**src/rtl/pip_pkg.sv**
```systemverilog
`timescale 1ns / 1ps

package pip_pkg;

  // Capacity and coordinate format.
  localparam int MAX_VERTICES = 256;
  localparam int COORD_WIDTH  = 24;

  // Derived widths: store address, vertex count, differences and products.
  localparam int ADDR_W = $clog2(MAX_VERTICES);
  localparam int CNT_W  = $clog2(MAX_VERTICES + 1);
  localparam int DIFF_W = COORD_WIDTH + 1;
  localparam int PROD_W = 2 * DIFF_W;

  // Request codes.
  localparam logic [1:0] REQ_CLEAR  = 2'd0;
  localparam logic [1:0] REQ_APPEND = 2'd1;
  localparam logic [1:0] REQ_TEST   = 2'd2;

  // Status codes.
  localparam logic [1:0] STAT_OK    = 2'd0;
  localparam logic [1:0] STAT_FULL  = 2'd1;
  localparam logic [1:0] STAT_FEW   = 2'd2;

  // Controller states.
  typedef enum logic [2:0] {
    ST_IDLE  = 3'b001,
    ST_WALK  = 3'b010,
    ST_DRAIN = 3'b100
  } pip_state_t;

  // Result of one edge evaluation, passed from the edge unit to the controller.
  typedef struct packed {
    logic valid;
    logic toggle;
    logic last;
  } pip_edge_res_t;

endpackage

```
**src/rtl/pip_edge.sv**
```systemverilog
`timescale 1ns / 1ps

module pip_edge (
  input  logic                                  clk,
  input  logic                                  rst_n,
  input  logic                                  edge_valid,
  input  logic                                  edge_last,
  input  logic signed [pip_pkg::COORD_WIDTH-1:0] vi_x,
  input  logic signed [pip_pkg::COORD_WIDTH-1:0] vi_y,
  input  logic signed [pip_pkg::COORD_WIDTH-1:0] vj_x,
  input  logic signed [pip_pkg::COORD_WIDTH-1:0] vj_y,
  input  logic signed [pip_pkg::COORD_WIDTH-1:0] pt_x,
  input  logic signed [pip_pkg::COORD_WIDTH-1:0] pt_y,
  output pip_pkg::pip_edge_res_t                 res
);
  import pip_pkg::*;

  localparam int CW = COORD_WIDTH;

  logic signed [DIFF_W-1:0]   a_nxt, b_nxt, dx_nxt, dy_nxt;
  logic                       straddle_nxt;
  logic signed [DIFF_W-1:0]   a_r, b_r, dx_r, dy_r;
  logic                       dy_pos_r, straddle_r, v1_r, l1_r;
  logic signed [PROD_W-1:0]   p1_r, p2_r;
  logic                       dy_pos2_r, straddle2_r, v2_r, l2_r;
  logic signed [PROD_W:0]     cmp_diff;
  logic                       left;
  pip_edge_res_t              res_r;

  // Stage one inputs: exact differences and the straddle test.
  always_comb begin
    a_nxt  = $signed({pt_x[CW-1], pt_x}) - $signed({vi_x[CW-1], vi_x});
    b_nxt  = $signed({pt_y[CW-1], pt_y}) - $signed({vi_y[CW-1], vi_y});
    dx_nxt = $signed({vj_x[CW-1], vj_x}) - $signed({vi_x[CW-1], vi_x});
    dy_nxt = $signed({vj_y[CW-1], vj_y}) - $signed({vi_y[CW-1], vi_y});
    straddle_nxt = (vi_y > pt_y) != (vj_y > pt_y);
  end

  // Stage one registers the differences.
  always_ff @(posedge clk) begin
    if (!rst_n) begin
      v1_r <= 1'b0;
    end else begin
      v1_r <= edge_valid;
    end
    l1_r       <= edge_last;
    a_r        <= a_nxt;
    b_r        <= b_nxt;
    dx_r       <= dx_nxt;
    dy_r       <= dy_nxt;
    dy_pos_r   <= (dy_nxt > 0);
    straddle_r <= straddle_nxt;
  end

  // Stage two forms both cross products.
  always_ff @(posedge clk) begin
    if (!rst_n) begin
      v2_r <= 1'b0;
    end else begin
      v2_r <= v1_r;
    end
    l2_r        <= l1_r;
    p1_r        <= a_r * dy_r;
    p2_r        <= dx_r * b_r;
    dy_pos2_r   <= dy_pos_r;
    straddle2_r <= straddle_r;
  end

  // Stage three compares the products; the sense follows the sign of dy.
  always_comb begin
    cmp_diff = $signed({p1_r[PROD_W-1], p1_r}) - $signed({p2_r[PROD_W-1], p2_r});
    left = dy_pos2_r ? cmp_diff[PROD_W] : (!cmp_diff[PROD_W] && (cmp_diff != '0));
  end

  always_ff @(posedge clk) begin
    if (!rst_n) begin
      res_r.valid <= 1'b0;
    end else begin
      res_r.valid <= v2_r;
    end
    res_r.toggle <= straddle2_r && left;
    res_r.last   <= l2_r;
  end

  assign res = res_r;

endmodule

```
**config.mk**
```make
export PLATFORM = sky130hd
export DESIGN_NAME = pip_edge
export DESIGN_NICKNAME = d
export VERILOG_FILES = /design/src/rtl/pip_pkg.sv /design/src/rtl/pip_edge.sv
export SDC_FILE = /design/constraint.sdc
export NUM_CORES = 2
export LEC_CHECK = 0
export ABC_AREA = 0
export BUFFER_PORTS_ARGS = -buffer_cell sky130_fd_sc_hd__buf_2
export CAP_MARGIN = 20
export CELL_PAD_IN_SITES_DETAIL_PLACEMENT = 0
export CELL_PAD_IN_SITES_GLOBAL_PLACEMENT = 2
export CORE_ASPECT_RATIO = 1.1
export CORE_UTILIZATION = 42
export DETAILED_ROUTE_END_ITERATION = 7
export GPL_TIMING_DRIVEN = 0
export PLACE_DENSITY = 0.81
export SYNTH_ARGS = -nofsm -noshare
export SYNTH_HDL_FRONTEND = slang
export SYNTH_SLANG_ARGS = --single-unit
export TNS_END_PERCENT = 50
```
**constraint.sdc**
```tcl
create_clock -name clk -period 10.8 [get_ports clk]
set_clock_uncertainty 0.15 [all_clocks]
set_input_delay 1.08 -clock clk [delete_from_list [all_inputs] [get_ports clk]]
set_output_delay 1.08 -clock clk [all_outputs]
set_load 0.02 [all_outputs]
```
==> flow_metrics.env <==
export IMPL_die_w_um=356.2
export IMPL_cp_start_kind="register"
export IMPL_postCtsHoldBufs=0
export IMPL_end_kind="register"
export IMPL_synth_async_reset_ratio_pct=0
export IMPL_coreArea_mm2=0.1366
export IMPL_fmax_mhz=102.6
export IMPL_yosysSeqAreaShare_pct=7.287
export IMPL_numCtsBuffers=27
export IMPL_synthesis_instances=6383
export IMPL_arrival_ns=10.07
export IMPL_ant_nets=0
export IMPL_drt_wl_total_um=190300
export IMPL_clockBufferDepth=3
export IMPL_cp_required_ns=11.13
export IMPL_final_common_cell="inv_1"
export IMPL_nets=8487
export IMPL_slowest_stage="dfxtp_1"
export IMPL_wl_per_cell_um=22.66
export IMPL_port_buffers=150
export IMPL_min_delay_start="l2_r"
export IMPL_fillers=13749
export IMPL_cts_setup_buffers=0
export IMPL_status="complete, but fails checks"
export IMPL_track_usage_pct=28.13
export IMPL_dpl_hpwl_um=168300
export IMPL_crit_start="dy_r[24]"
export IMPL_slew_limit_headroom_pct=10.25
export IMPL_syn_cell_area_mm2=0.05797
export IMPL_dieArea_mm2=0.1395
export IMPL_cts_root_buf="clkbuf_16"
export IMPL_first_iter_violations=3083
export IMPL_finalSetupViolations=0
export IMPL_min_path_type="register to register"
export IMPL_cts_clk_slew_worst_paths_ns=0.06
export IMPL_post_cts_resized=0
export IMPL_drc=27
export IMPL_first_global_vias=46389
export IMPL_cts_tree="yes"
export IMPL_r2r_cells=25
export IMPL_clock_sinks=211
export IMPL_r2r_start="dy_r[24]"
export IMPL_slowest_delay_ns=0.95
export IMPL_fin_crit_ns=9.745
export IMPL_drv_cap=0
export IMPL_crit_family="adder cells"
export IMPL_gp_congestion=0.9395
export IMPL_finalHoldViolations=0
export IMPL_h_tree_depth=1
export IMPL_grt_pass1_wl_um=288900
export IMPL_worstHoldPathCells=0
export IMPL_yosys_warnings=0
export IMPL_synth_fp_nets=8305
export IMPL_layout_common_cells="inv_1, fa_1, nand2_1, and2_1, ha_1"
export IMPL_rsz0062_at_grt="no"
export IMPL_violations="DRC"
export IMPL_ys_ff_latch=211
export IMPL_synth_ff_type="dfxtp_1"
export IMPL_die_y_um=391.7
export IMPL_fin_tns_setup_ns=0
export IMPL_worst_path_stages=25
export IMPL_synth_edff_count=0
export IMPL_crit_top_cell="fa_1"
export IMPL_fin_crit_sh_pct=90.23
export IMPL_avgSynthCellArea_um2=9.082
export IMPL_grt_max_degree=15
export IMPL_antenna_found_initial=39
export IMPL_critPathBufInv=5
export IMPL_vias_per_cell=5.212
export IMPL_crit_type="register to register"
export IMPL_maxSlewViolCount=0
export IMPL_hold_ws_ns=0.1786
export IMPL_gr_total_overflow=0
export IMPL_rows=142
export IMPL_start_util_pct=42.43
export IMPL_via_count=43768
export IMPL_drive_above_1_share_pct=3.538
export IMPL_io_pins=151
export IMPL_drtPass1Iterations=7
export IMPL_area_delta_synth_final_pct=6.982
export IMPL_clock_latency_ns=0.60
export IMPL_tightest_slew_ns=1.337
export IMPL_path_max_fanout=10
export IMPL_synth_cell_types=78
-- routing by layer --
metal  track usage (%)  part of all wire, %  vias up
li1                  -                    -    19558
met1             39.45                   44    22696
met2             46.21                   47     1266
met3             3.660                  6.3      220
met4             6.368                  2.7       28
met5                 0                0.093        -
-- cell usage after synthesis (all sizes together), types with 6 or more instances --
master | instances | area, um2
a21oi | 200 | 1001
nor4 | 13 | 81.33
o21ai | 121 | 605.6
inv | 1467 | 5507
a211oi | 22 | 165.2
nor4b | 6 | 58.80
a31o | 9 | 78.83
o31a | 8 | 70.07
o211ai | 15 | 112.6
o21a | 35 | 262.8
nand2 | 730 | 2740
o22ai | 6 | 37.54
clkbuf | 231 | 867.1
dfxtp | 211 | 4224
fa | 1321 | 26450
nand2b | 54 | 337.8
nand4 | 31 | 193.9
a211o | 7 | 61.31
or3 | 17 | 106.4
and2 | 607 | 3797
a21boi | 15 | 112.6
nor2 | 182 | 683.2
or2 | 11 | 68.82
a21o | 87 | 653.1
xnor2 | 157 | 1375
nand3 | 45 | 225.2
xor2 | 58 | 508.0
o41ai | 6 | 52.55
nor2b | 40 | 257.7
a31oi | 18 | 112.6
o31ai | 15 | 112.6
and3 | 19 | 118.9
ha | 453 | 5668
a2111oi | 10 | 106.4
o21bai | 16 | 120.1
nor3 | 56 | 280.3
-- path summary, 6_finish.rpt --
| path | endpoint | slack (ns) |
|---|---|---|
| min reg2reg | res[0] | 0.18 |
| max reg2reg | p1_r[48] | 1.05 |
| max | p1_r[48] | 1.05 |
| min | res[0] | 0.18 |
-- cell families after synthesis --
| family | share of synthesized area [%] |
|---|---|
| adder cells (fa/ha/maj) | 55.40 |
| buffers and inverters | 11.04 |
| multiplexers | 0.1835 |
| AND/OR/NAND/NOR | 15.64 |
| AO/OA/AOI/OAI | 7.172 |
| flip-flops | 7.287 |
| XOR/XNOR | 3.289 |
-- per-stage QoR --
| stage | worst slack, ns | util, % | std cells | cell area [um2] |
|---|---|---|---|---|
| after CTS | 1.314 | 45.37 | 8385 | 61990 |
| after global placement | 1.328 | 44.63 | 8333 | 60970 |
| after detailed placement | 1.375 | 44.65 | 8336 | 61000 |
| final | 1.055 | 45.39 | 8398 | 62020 |
| after global routing | 0.6926 | 45.37 | 8388 | 61990 |
| after floorplan | 3.281 | - | 6383 | 57970 |
-- layout make-up --
class / instances / area (um2) / area share [%]
Timing Repair Buffer: 153 / 773.2 / 1.247
Multi-Input combinational cell: 4468 / 47360 / 76.36
Tap cell: 1800 / 2252 / 3.631
Clock buffer: 31 / 730.7 / 1.178
Antenna cell: 13 / 32.53 / 0.05245
Sequential cell: 211 / 4224 / 6.811
Buffer: 235 / 883.3 / 1.424
Clock inverter: 18 / 251.5 / 0.4055
Inverter: 1469 / 5514 / 8.891
-- flip-flops by register name, summed over array words and instances, names as in the netlist --
| name | flops |
|---|---|
| v2_r | 1 |
| l2_r | 1 |
| dy_pos_r | 1 |
| straddle_r | 1 |
| p2_r | 50 |
| dy_pos2_r | 1 |
| p1_r | 50 |
| dx_r | 25 |
| a_r | 25 |
| res | 3 |
| dy_r | 25 |
| b_r | 25 |
| straddle2_r | 1 |
| v1_r | 1 |
| l1_r | 1 |
Power is not shown: default switching activity piles up to over one toggle a cycle in this logic, so the estimate is an artifact.
